File: config.mk
export PLATFORM = sky130hd
export DESIGN_NAME = silu_gated_multiply_top_flat
export DESIGN_NICKNAME = d
export VERILOG_FILES = /design/src/sv/sgm_pkg.sv /design/src/sv/sgm_in_if.sv /design/src/sv/sgm_out_if.sv /design/src/sv/sgm_knot_lut.sv /design/src/sv/silu_gated_multiply_top.sv /design/src/flat_wrapper.sv
export SDC_FILE = /design/constraint.sdc
export NUM_CORES = 2
export LEC_CHECK = 0
export BUFFER_PORTS_ARGS = -buffer_cell sky130_fd_sc_hd__buf_2
export CAP_MARGIN = 30
export CORE_ASPECT_RATIO = 1.4
export CORE_MARGIN = 5
export CORE_UTILIZATION = 65
export CTS_CLUSTER_DIAMETER = 40
export DETAILED_ROUTE_END_ITERATION = 6
export PLACE_DENSITY = 0.83
export SYNTH_ARGS = -nofsm -noshare
export SYNTH_HDL_FRONTEND = slang
export SYNTH_SLANG_ARGS = --single-unit
File: constraint.sdc
create_clock -name clk_i -period 7 [get_ports clk_i]
set_input_delay 1.4 -clock clk_i [delete_from_list [all_inputs] [get_ports clk_i]]
set_output_delay 1.4 -clock clk_i [all_outputs]
set_load 0.01 [all_outputs]
File: src/sv/sgm_pkg.sv
// Package for the gated SiLU multiply block: field widths, default parameters,
// saturation limits and the elaboration-time builder of the sigmoid knot table.
// No dependencies.
package sgm_pkg;

  localparam int unsigned DEF_FRAC_BITS        = 12;
  localparam int unsigned DEF_SIGMOID_SEGMENTS = 64;

  localparam int unsigned OPERAND_W = 16;

  localparam logic signed [OPERAND_W-1:0] PRODUCT_MAX = 16'sh7FFF;
  localparam logic signed [OPERAND_W-1:0] PRODUCT_MIN = 16'sh8000;

  localparam logic [63:0] Q30_ONE = 64'd1 << 30;

  // Shift-subtract divide, used only while building constants.
  function automatic logic [63:0] udiv64(input logic [63:0] num, input logic [63:0] den);
    logic [63:0] quo;
    logic [63:0] rem;
    int          i;
    quo = '0;
    rem = '0;
    for (i = 63; i >= 0; i--) begin
      rem = {rem[62:0], num[i]};
      if (rem >= den) begin
        rem    = rem - den;
        quo[i] = 1'b1;
      end
    end
    return quo;
  endfunction

  // Knot k of the sigmoid table, at p = -8 + 16k/segs. e^(-1/segs) comes from a
  // truncated Taylor sum in Q30, raised to |16k - 8 segs| by repeated multiply.
  function automatic logic [31:0] knot_value(input int unsigned k, input int unsigned segs,
                                             input int unsigned frac);
    logic [63:0] b;
    logic [63:0] term;
    logic [63:0] v;
    logic [63:0] den;
    logic [63:0] q;
    int          n;
    int          a;
    int          j;
    int          i;
    b    = Q30_ONE;
    term = Q30_ONE;
    for (j = 1; j <= 12; j++) begin
      term = udiv64(term, 64'(segs) * 64'(j));
      if (j % 2 == 1) begin
        b = b - term;
      end else begin
        b = b + term;
      end
    end
    n = 16 * int'(k) - 8 * int'(segs);
    a = (n < 0) ? -n : n;
    v = Q30_ONE;
    for (i = 0; i < a; i++) begin
      v = (v * b) >> 30;
    end
    den = Q30_ONE + v;
    q   = udiv64((v << frac) + (den >> 1), den);
    if (n < 0) begin
      return q[31:0];
    end
    return 32'((64'd1 << frac) - q);
  endfunction

endpackage

File: src/sv/sgm_in_if.sv
// Input channel of the gated SiLU multiply block: valid/ready plus one operand pair.
// Depends on sgm_pkg.
interface sgm_in_if;
  import sgm_pkg::*;

  logic                          valid;
  logic                          ready;
  logic signed [OPERAND_W-1:0]   silu_operand;
  logic signed [OPERAND_W-1:0]   scale_operand;
  logic                          row_end;
  logic                          batch_end;

  modport source (
    output valid, silu_operand, scale_operand, row_end, batch_end,
    input  ready
  );

  modport sink (
    input  valid, silu_operand, scale_operand, row_end, batch_end,
    output ready
  );

endinterface

File: src/sv/sgm_out_if.sv
// Output channel of the gated SiLU multiply block: valid/ready plus one result.
// Depends on sgm_pkg.
interface sgm_out_if;
  import sgm_pkg::*;

  logic                          valid;
  logic                          ready;
  logic signed [OPERAND_W-1:0]   product;
  logic                          saturated;
  logic                          row_end_out;
  logic                          batch_end_out;

  modport source (
    output valid, product, saturated, row_end_out, batch_end_out,
    input  ready
  );

  modport sink (
    input  valid, product, saturated, row_end_out, batch_end_out,
    output ready
  );

endinterface

File: src/sv/sgm_knot_lut.sv
// Sigmoid knot table and segment fetch: base knot and rise to the next knot.
// Depends on sgm_pkg (knot_value builds the table at elaboration).
module sgm_knot_lut #(
  parameter int unsigned FRAC_BITS        = sgm_pkg::DEF_FRAC_BITS,
  parameter int unsigned SIGMOID_SEGMENTS = sgm_pkg::DEF_SIGMOID_SEGMENTS
) (
  input  logic [$clog2(SIGMOID_SEGMENTS+1)-1:0] seg_i,
  output logic [FRAC_BITS:0]                    lo_o,
  output logic [FRAC_BITS:0]                    diff_o
);
  import sgm_pkg::*;

  localparam int unsigned KW = FRAC_BITS + 1;
  localparam int unsigned SW = $clog2(SIGMOID_SEGMENTS + 1);

  logic [KW-1:0] knot [SIGMOID_SEGMENTS+1];
  logic [SW-1:0] seg_nx;

  for (genvar g = 0; g <= SIGMOID_SEGMENTS; g++) begin : g_knot
    localparam logic [31:0] KV = knot_value(g, SIGMOID_SEGMENTS, FRAC_BITS);
    assign knot[g] = KV[KW-1:0];
  end

  assign seg_nx = seg_i + SW'(1);

  always_comb begin
    if (seg_i >= SW'(SIGMOID_SEGMENTS)) begin
      // top end of the clamped range: flat at the last knot
      lo_o   = knot[SIGMOID_SEGMENTS];
      diff_o = '0;
    end else begin
      lo_o   = knot[seg_i];
      diff_o = knot[seg_nx] - knot[seg_i];
    end
  end

endmodule

File: src/sv/silu_gated_multiply_top.sv
// Gated SiLU multiply: product = x * sigmoid(x) * y in signed fixed point.
// Depends on sgm_pkg, sgm_in_if, sgm_out_if and sgm_knot_lut.
//
// Usage:
//   in_i  takes one (silu_operand, scale_operand) pair per transfer, with the
//         row_end and batch_end marks; out_o gives one result per pair, in
//         order, with saturated set when the product was clipped to 16 bits
//         and the marks copied through.
//   The transfer edge loads the first of seven register stages; throughput is
//   one pair per cycle while out_o.ready is high. The pipeline runs clamp and
//   segment scale, knot fetch, slope multiply, interpolation add, x * sigmoid,
//   times y, and round and saturate, one register stage each.
//   Each stage has its own valid bit and moves whenever the stage after it is
//   empty or moving, so bubbles close up behind a stalled output and in_i.ready
//   stays high until all seven stages hold a result. When out_o.ready is low
//   the output register holds its result.
//   Reset clears all valid bits; the knot table is a constant and needs no
//   set-up, so pairs are taken in the first cycle after reset.
module silu_gated_multiply_top #(
  parameter int unsigned FRAC_BITS        = sgm_pkg::DEF_FRAC_BITS,
  parameter int unsigned SIGMOID_SEGMENTS = sgm_pkg::DEF_SIGMOID_SEGMENTS
) (
  input  logic     clk_i,
  input  logic     rst_ni,
  sgm_in_if.sink   in_i,
  sgm_out_if.source out_o
);
  import sgm_pkg::*;

  localparam int unsigned NS  = 7;
  localparam int unsigned F   = FRAC_BITS;
  localparam int unsigned KW  = F + 1;
  localparam int unsigned SW  = $clog2(SIGMOID_SEGMENTS + 1);
  localparam int unsigned CW  = (F + 5 > OPERAND_W + 1) ? F + 5 : OPERAND_W + 1;
  localparam int unsigned DW  = F + 5;
  localparam int unsigned RFW = F + 4;
  localparam int unsigned TW  = RFW + SW;
  localparam int unsigned PW  = KW + RFW;
  localparam int unsigned XSW = OPERAND_W + F;
  localparam int unsigned FW  = XSW + OPERAND_W;
  localparam int unsigned RW  = FW - 2 * F;

  localparam logic signed [CW-1:0] LIM_P    = signed'(CW'(1) << (F + 3));
  localparam logic signed [CW-1:0] LIM_N    = -LIM_P;
  localparam logic [TW-1:0]        SEGS_T   = TW'(SIGMOID_SEGMENTS);
  localparam logic signed [FW-1:0] HALF     = signed'(FW'(1) << (2 * F - 1));
  localparam logic signed [RW-1:0] RES_MAX  = RW'(PRODUCT_MAX);
  localparam logic signed [RW-1:0] RES_MIN  = RW'(PRODUCT_MIN);
  localparam logic [KW-1:0]        SIG_ONE  = KW'(1) << F;

  // handshake
  logic [NS-1:0] v_q, v_d;
  logic [NS-1:0] stage_rdy;
  logic [NS-1:0] ld;

  // marks travel with every stage
  logic [NS-1:0] row_q;
  logic [NS-1:0] batch_q;

  // stage 0: clamp and segment scale
  logic signed [CW-1:0]        x_ext;
  logic signed [CW-1:0]        x_clamp;
  logic [DW-1:0]               d_pos;
  logic [TW-1:0]               t_scaled;
  logic [SW-1:0]               s0_seg_q;
  logic [RFW-1:0]              s0_r_q;
  logic signed [OPERAND_W-1:0] s0_x_q, s0_y_q;

  // stage 1: knot fetch
  logic [KW-1:0]               lut_lo, lut_diff;
  logic [KW-1:0]               s1_lo_q, s1_diff_q;
  logic [RFW-1:0]              s1_r_q;
  logic signed [OPERAND_W-1:0] s1_x_q, s1_y_q;

  // stage 2: slope times remainder
  logic [PW-1:0]               slope_prod;
  logic [KW-1:0]               s2_frac_q, s2_lo_q;
  logic signed [OPERAND_W-1:0] s2_x_q, s2_y_q;

  // stage 3: interpolated sigmoid
  logic [KW-1:0]               s3_sig_q;
  logic signed [OPERAND_W-1:0] s3_x_q, s3_y_q;

  // stage 4: x * sigmoid
  logic signed [XSW-1:0]       s4_xs_q;
  logic signed [OPERAND_W-1:0] s4_y_q;

  // stage 5: times y
  logic signed [FW-1:0]        s5_full_q;

  // stage 6: round and saturate
  logic signed [FW-1:0]        rnd_sum;
  logic signed [RW-1:0]        rnd_res;
  logic signed [OPERAND_W-1:0] sat_res;
  logic                        sat_flag;
  logic signed [OPERAND_W-1:0] s6_product_q;
  logic                        s6_sat_q;

  // ---------------------------------------------------------------- control
  always_comb begin
    stage_rdy[NS-1] = !v_q[NS-1] || out_o.ready;
    for (int k = NS - 2; k >= 0; k--) begin
      stage_rdy[k] = !v_q[k] || stage_rdy[k+1];
    end
  end

  always_comb begin
    ld[0]  = stage_rdy[0] && in_i.valid;
    v_d[0] = stage_rdy[0] ? in_i.valid : v_q[0];
    for (int k = 1; k < NS; k++) begin
      ld[k]  = stage_rdy[k] && v_q[k-1];
      v_d[k] = stage_rdy[k] ? v_q[k-1] : v_q[k];
    end
  end

  always_ff @(posedge clk_i or negedge rst_ni) begin
    if (!rst_ni) begin
      v_q <= '0;
    end else begin
      v_q <= v_d;
    end
  end

  always_ff @(posedge clk_i) begin
    if (ld[0]) begin
      row_q[0]   <= in_i.row_end;
      batch_q[0] <= in_i.batch_end;
    end
    for (int k = 1; k < NS; k++) begin
      if (ld[k]) begin
        row_q[k]   <= row_q[k-1];
        batch_q[k] <= batch_q[k-1];
      end
    end
  end

  assign in_i.ready = stage_rdy[0];

  // ---------------------------------------------------------------- stage 0
  always_comb begin
    x_ext = CW'(in_i.silu_operand);
    if (x_ext < LIM_N) begin
      x_clamp = LIM_N;
    end else if (x_ext > LIM_P) begin
      x_clamp = LIM_P;
    end else begin
      x_clamp = x_ext;
    end
    d_pos    = DW'(unsigned'(x_clamp + LIM_P));
    t_scaled = TW'(d_pos) * SEGS_T;
  end

  always_ff @(posedge clk_i) begin
    if (ld[0]) begin
      s0_seg_q <= t_scaled[TW-1:RFW];
      s0_r_q   <= t_scaled[RFW-1:0];
      s0_x_q   <= in_i.silu_operand;
      s0_y_q   <= in_i.scale_operand;
    end
  end

  // ---------------------------------------------------------------- stage 1
  sgm_knot_lut #(
    .FRAC_BITS       (FRAC_BITS),
    .SIGMOID_SEGMENTS(SIGMOID_SEGMENTS)
  ) u_knot_lut (
    .seg_i (s0_seg_q),
    .lo_o  (lut_lo),
    .diff_o(lut_diff)
  );

  always_ff @(posedge clk_i) begin
    if (ld[1]) begin
      s1_lo_q   <= lut_lo;
      s1_diff_q <= lut_diff;
      s1_r_q    <= s0_r_q;
      s1_x_q    <= s0_x_q;
      s1_y_q    <= s0_y_q;
    end
  end

  // ---------------------------------------------------------------- stage 2
  assign slope_prod = PW'(s1_diff_q) * PW'(s1_r_q);

  always_ff @(posedge clk_i) begin
    if (ld[2]) begin
      s2_frac_q <= slope_prod[PW-1:RFW];
      s2_lo_q   <= s1_lo_q;
      s2_x_q    <= s1_x_q;
      s2_y_q    <= s1_y_q;
    end
  end

  // ---------------------------------------------------------------- stage 3
  always_ff @(posedge clk_i) begin
    if (ld[3]) begin
      s3_sig_q <= s2_lo_q + s2_frac_q;
      s3_x_q   <= s2_x_q;
      s3_y_q   <= s2_y_q;
    end
  end

  // ---------------------------------------------------------------- stage 4
  always_ff @(posedge clk_i) begin
    if (ld[4]) begin
      s4_xs_q <= XSW'(s3_x_q) * XSW'(signed'({1'b0, s3_sig_q}));
      s4_y_q  <= s3_y_q;
    end
  end

  // ---------------------------------------------------------------- stage 5
  always_ff @(posedge clk_i) begin
    if (ld[5]) begin
      s5_full_q <= FW'(s4_xs_q) * FW'(s4_y_q);
    end
  end

  // ---------------------------------------------------------------- stage 6
  always_comb begin
    // round half toward plus infinity, then floor shift
    rnd_sum = s5_full_q + HALF;
    rnd_res = RW'(rnd_sum >>> (2 * F));
    if (rnd_res > RES_MAX) begin
      sat_res  = PRODUCT_MAX;
      sat_flag = 1'b1;
    end else if (rnd_res < RES_MIN) begin
      sat_res  = PRODUCT_MIN;
      sat_flag = 1'b1;
    end else begin
      sat_res  = rnd_res[OPERAND_W-1:0];
      sat_flag = 1'b0;
    end
  end

  always_ff @(posedge clk_i) begin
    if (ld[6]) begin
      s6_product_q <= sat_res;
      s6_sat_q     <= sat_flag;
    end
  end

  assign out_o.valid         = v_q[NS-1];
  assign out_o.product       = s6_product_q;
  assign out_o.saturated     = s6_sat_q;
  assign out_o.row_end_out   = row_q[NS-1];
  assign out_o.batch_end_out = batch_q[NS-1];

  // ---------------------------------------------------------------- checks
  a_sat_at_limit: assert property (@(posedge clk_i) disable iff (!rst_ni)
    out_o.valid && out_o.saturated |->
      (out_o.product == PRODUCT_MAX || out_o.product == PRODUCT_MIN))
    else $error("saturated result not at a limit");

  a_sig_range: assert property (@(posedge clk_i) disable iff (!rst_ni)
    v_q[3] |-> s3_sig_q <= SIG_ONE)
    else $error("interpolated sigmoid above one");

  a_ready_when_drained: assert property (@(posedge clk_i) disable iff (!rst_ni)
    !v_q[NS-1] |-> in_i.ready)
    else $error("input stalled with empty output stage");

  a_occupancy: assert property (@(posedge clk_i) disable iff (!rst_ni)
    $past(rst_ni) |->
      int'($countones(v_q)) == int'($countones($past(v_q)))
        + int'($past(in_i.valid && in_i.ready))
        - int'($past(out_o.valid && out_o.ready)))
    else $error("pipeline lost or duplicated an item");

endmodule

File: src/flat_wrapper.sv
// flat-port wrapper written by rule: the top's interface ports become plain ports
module silu_gated_multiply_top_flat import sgm_pkg::*;
#(
  parameter int unsigned FRAC_BITS        = sgm_pkg::DEF_FRAC_BITS,
  parameter int unsigned SIGMOID_SEGMENTS = sgm_pkg::DEF_SIGMOID_SEGMENTS
)
  (clk_i, rst_ni, in_i_valid, in_i_silu_operand, in_i_scale_operand, in_i_row_end, in_i_batch_end, in_i_ready, out_o_valid, out_o_product, out_o_saturated, out_o_row_end_out, out_o_batch_end_out, out_o_ready);
  sgm_in_if in_i_i ();
  sgm_out_if out_o_i ();
  input  logic clk_i;
  input  logic rst_ni;
  input wire logic [$bits(in_i_i.valid)-1:0] in_i_valid;
  input wire logic [$bits(in_i_i.silu_operand)-1:0] in_i_silu_operand;
  input wire logic [$bits(in_i_i.scale_operand)-1:0] in_i_scale_operand;
  input wire logic [$bits(in_i_i.row_end)-1:0] in_i_row_end;
  input wire logic [$bits(in_i_i.batch_end)-1:0] in_i_batch_end;
  output wire logic [$bits(in_i_i.ready)-1:0] in_i_ready;
  output wire logic [$bits(out_o_i.valid)-1:0] out_o_valid;
  output wire logic [$bits(out_o_i.product)-1:0] out_o_product;
  output wire logic [$bits(out_o_i.saturated)-1:0] out_o_saturated;
  output wire logic [$bits(out_o_i.row_end_out)-1:0] out_o_row_end_out;
  output wire logic [$bits(out_o_i.batch_end_out)-1:0] out_o_batch_end_out;
  input wire logic [$bits(out_o_i.ready)-1:0] out_o_ready;
  assign in_i_i.valid = in_i_valid;
  assign in_i_i.silu_operand = in_i_silu_operand;
  assign in_i_i.scale_operand = in_i_scale_operand;
  assign in_i_i.row_end = in_i_row_end;
  assign in_i_i.batch_end = in_i_batch_end;
  assign in_i_ready = in_i_i.ready;
  assign out_o_valid = out_o_i.valid;
  assign out_o_product = out_o_i.product;
  assign out_o_saturated = out_o_i.saturated;
  assign out_o_row_end_out = out_o_i.row_end_out;
  assign out_o_batch_end_out = out_o_i.batch_end_out;
  assign out_o_i.ready = out_o_ready;
  silu_gated_multiply_top #(.FRAC_BITS(FRAC_BITS), .SIGMOID_SEGMENTS(SIGMOID_SEGMENTS)) u_core (.clk_i(clk_i), .rst_ni(rst_ni), .in_i(in_i_i), .out_o(out_o_i));
endmodule
==> PnR_summary.wiki <==
{| class="wikitable"
! Metric !! Value
|-
| Rel. slew slack || 35.4%
|-
| Final global-route overflow total || 0
|-
| Simple logic cell fraction of the synthesized area || 14.0%
|-
| Fraction of layout instances using a drive strength above 1 || 6.24%
|-
| Total negative setup slack || 0 ns
|-
| Commonest register cell after synthesis || sky130_fd_sc_hd__edfxtp_1
|-
| HPWL reported at the end of detailed placement || 66600 µm
|-
| Cell area after synthesis || 38600 µm²
|-
| Max-cap viol count || 0
|-
| Sinks on Clock Net || 295
|-
| Final core area utilization || 70.5%
|-
| Via-to-Cell Ratio || 5.70
|-
| Std-Cell Core Area || 58700 µm²
|-
| Final Critical Period || 6.77 ns
|-
| Iteration count of the initial detailed-routing pass || 7
|-
| Largest fanout of any net on the critical path || 11
|-
| Area fraction in compound gates after synthesis || 5.73%
|-
| Path class of the lowest-slack min-delay path || reg2reg
|-
| Cell types occupying the most area after synthesis || sky130_fd_sc_hd__fa_1, sky130_fd_sc_hd__edfxtp_1, sky130_fd_sc_hd__ha_1
|-
| Category of the worst setup path launch point || flop
|-
| Capturing element type of the critical path || flop
|-
| Routed wire length per instance || 18.3 µm
|-
| Clock-pin slew reported for the worst setup and hold paths after clock tree synthesis || 0.06 ns
|-
| Global-route wire length before repair || 142000 µm
|-
| Deepest clock path buffer count || 3
|-
| Required time at the endpoint of the critical path || 7.31 ns
|-
| Transition time at the pin with the least slew margin || 0.968 ns
|-
| Finished Layout Cells || 4625
|-
| Effective utilization at floorplan || 65.8%
|-
| P&R area growth vs syn || 7.24%
|-
| Average size of a mapped cell || 10.1 µm²
|-
| Post-synth top cells || sky130_fd_sc_hd__inv_1, sky130_fd_sc_hd__fa_1, sky130_fd_sc_hd__nand2_1
|-
| GRT Overall Usage || 27.0%
|-
| Maximum level of the CTS H-tree || 2
|-
| Die ar. || 64500 µm²
|-
| Sequential cell area || 8820 µm²
|-
| Gp weighted congestion || 0.913
|-
| CTS Hold Buffers Added || 0
|-
| Via count of the first global-routing pass || 29224
|-
| Ratio of final minimum period to clock period || 96.7%
|-
| Final count of negative-setup-slack endpoints || 0
|-
| Sequential area share after synthesis || 22.8%
|-
| Post-synthesis instance total || 3823
|-
| Post-placement cell count || 4517
|-
| Unrepaired setup endpoints after global routing || false
|-
| Slew Viols, Final || 0
|-
| Final routed DRC violation total || 0
|-
| Count of fill cells added during filler insertion || 4114
|-
| Endpoint arrival time on the critical path || 7.08 ns
|-
| Unique cell type count in the Yosys netlist || 73
|-
| Largest net degree at the start of global routing || 60
|-
| Fraction of synthesis flops using an asynchronous set or reset pin || 2.37%
|-
| Root cell of the clock tree || sky130_fd_sc_hd__clkbuf_16
|-
| Yosys top cell by area || sky130_fd_sc_hd__fa_1
|-
| Post-synth net total || 4834
|-
| Number of port buffers || 58
|-
| Number of antenna violations at the first check in global routing || 0
|-
| Overall die width || 216 µm
|-
| Detailed Route Iter0 Violations || 1631
|-
| Final nets || 4858
|-
| Post-route ant nets || 0
|-
| Cell with the most instances after synthesis || sky130_fd_sc_hd__inv_1
|-
| Count of vias placed by the detailed router || 26371
|-
| Yosys Warn Count || 0
|-
| Total of flip-flops plus latches after synthesis || 295
|-
| Top achievable clock speed || 148 MHz
|-
| Clock Skews || 0.0163 ns
|-
| Total wirelength of the detailed-routed design || 84500 µm
|-
| Multi-input logic area || 26200 µm²
|-
| Setup Crit Path Kind || reg2reg
|-
| Combinational family with the most area after synthesis || adder cells
|-
| TritonCTS clock tree || yes
|-
| Placement Rows || 105
|-
| Die Ht || 298 µm
|-
| Area fraction of the dominant cell type after synthesis || 36.7%
|-
| Count of inserted antenna diode cells || 0
|-
| Adder-cell share of the synthesized area || 45.3%
|-
| Clock latency on the worst-skew pair || 0.56 ns
|-
| XOR/XNOR share of the synthesized area || 2.76%
|-
| Mux cell area share after synthesis || 0.110%
|-
| EDFF count, synth || 288
|-
| Hold Vio Cnt, Final || 0
|-
| Run status || finished clean
|-
| TritonCTS buffer count || 38
|-
| Number of I/O pins || 59
|}
-- stage by stage --
stage	hold WS, ns	setup slack [ns]	cell area, µm²
after floorplan	0.400	0.767	38600
after global placement	0.401	0.319	39700
after detailed placement	0.405	0.216	39700
after CTS	0.412	0.209	41000
after global routing	0.421	0.00394	41400
final	0.413	0.234	41400
-- state kept, by name (all words and copies together), names as in the netlist --
| name | flops |
|---|---|
| u_core.s4_xs_q | 28 |
| u_core.s5_full_q | 21 |
| u_core.out_o.product | 16 |
| u_core.s0_y_q | 16 |
| u_core.s1_x_q | 16 |
| u_core.s1_y_q | 16 |
| u_core.s2_x_q | 16 |
| u_core.s2_y_q | 16 |
| u_core.s3_x_q | 16 |
| u_core.s3_y_q | 16 |
| u_core.s4_y_q | 16 |
| u_core.s1_diff_q | 13 |
| u_core.s2_frac_q | 13 |
| u_core.s3_sig_q | 13 |
| u_core.s1_lo_q | 12 |
| u_core.s2_lo_q | 12 |
| u_core.s0_r_q | 8 |
| u_core.batch_q | 7 |
| u_core.row_q | 7 |
| u_core.v_q | 7 |
| u_core.s0_seg_q | 6 |
| u_core.s0_x_q | 3 |
| u_core.out_o.saturated | 1 |
-- worst paths after layout --
path | startpoint | endpoint | slack (ns) | cells past startpoint
min | u_core.row_q[3] | u_core.row_q[4] | 0.41 | 0
min in group asynchronous | rst_ni | u_core.v_q[5] | 0.65 | 1
max in group asynchronous | rst_ni | u_core.v_q[4] | 6.19 | 1
max reg2reg | u_core.s4_y_q[7] | u_core.s5_full_q[42] | 0.23 | 22
max | u_core.s4_y_q[7] | u_core.s5_full_q[42] | 0.23 | 22
min reg2reg | u_core.row_q[3] | u_core.row_q[4] | 0.41 | 0
-- placed cells by master (no fill, tap or decap), types with 38 or more instances in the layout --
master                      Yosys  layout
sky130_fd_sc_hd__inv_1        788     788
sky130_fd_sc_hd__fa_1         708     708
sky130_fd_sc_hd__nand2_1      519     519
sky130_fd_sc_hd__and2_1       344     341
sky130_fd_sc_hd__edfxtp_1     288     288
sky130_fd_sc_hd__ha_1         265     265
sky130_fd_sc_hd__nor2_1       126     126
sky130_fd_sc_hd__a21oi_1       93      93
sky130_fd_sc_hd__o21ai_0       92      92
sky130_fd_sc_hd__xnor2_1       85      85
sky130_fd_sc_hd__buf_4          0      78
sky130_fd_sc_hd__buf_2          2      58
sky130_fd_sc_hd__clkbuf_16      0      38
-- metal layers --
| layer | up-vias | share of wire (%) | global-route usage (%) |
|---|---|---|---|
| met1 | 13230 | 35 | 30.3 |
| met2 | 1043 | 54 | 50.2 |
| met4 | 0 | 5.7 | 13.1 |
| met3 | 310 | 5.6 | 3.79 |
| met5 | - | 0 | 0 |
| li1 | 11788 | - | - |
-- area by class of cell --
class / count / share of cell area (%)
well taps: 749 / 2.26
repair buffers: 150 / 2.73
multi-input cells: 2572 / 63.3
clock inverters: 29 / 0.894
clock buffers: 40 / 2.31
inverters: 790 / 7.16
flip-flops and latches: 295 / 21.3
-- critical path, stage by stage (launching register included) --
cell                       delay, ns
sky130_fd_sc_hd__edfxtp_1       0.68
sky130_fd_sc_hd__buf_4          0.30
sky130_fd_sc_hd__nand2_1        0.10
sky130_fd_sc_hd__fa_1           0.57
sky130_fd_sc_hd__inv_1          0.06
sky130_fd_sc_hd__fa_1           0.49
sky130_fd_sc_hd__fa_1           0.60
sky130_fd_sc_hd__fa_1           0.44
sky130_fd_sc_hd__fa_1           0.49
sky130_fd_sc_hd__inv_1          0.05
sky130_fd_sc_hd__fa_1           0.47
sky130_fd_sc_hd__inv_1          0.04
sky130_fd_sc_hd__ha_1           0.29
sky130_fd_sc_hd__a21oi_1        0.07
sky130_fd_sc_hd__o21ai_0        0.28
sky130_fd_sc_hd__a31oi_1        0.16
sky130_fd_sc_hd__a31oi_2        0.38
sky130_fd_sc_hd__a221oi_2       0.11
sky130_fd_sc_hd__buf_4          0.17
sky130_fd_sc_hd__o21ai_2        0.22
sky130_fd_sc_hd__a41oi_1        0.22
sky130_fd_sc_hd__a21boi_1       0.23
sky130_fd_sc_hd__xor2_1         0.08
-- timing repair --
item / CTS / global route
endpoints found under the hold margin: 0 / 0
gates resized for setup: 0 / 0
endpoints found under the setup margin: 0 / 5
buffers inserted: 0 / 37
-- cells by family after synthesis --
logic type | count (synthesis)
buffers and inverters | 956
xor gates and xnor gates | 121
and+or+nand+nor | 1129
AOI/OAI and AO/OA | 346
muxes | 3
adders and majority gates | 973
DFF | 295
Power is left out: the tool's default activity adds up to more than one toggle a clock period on the data nets, which glitch-free logic cannot reach.
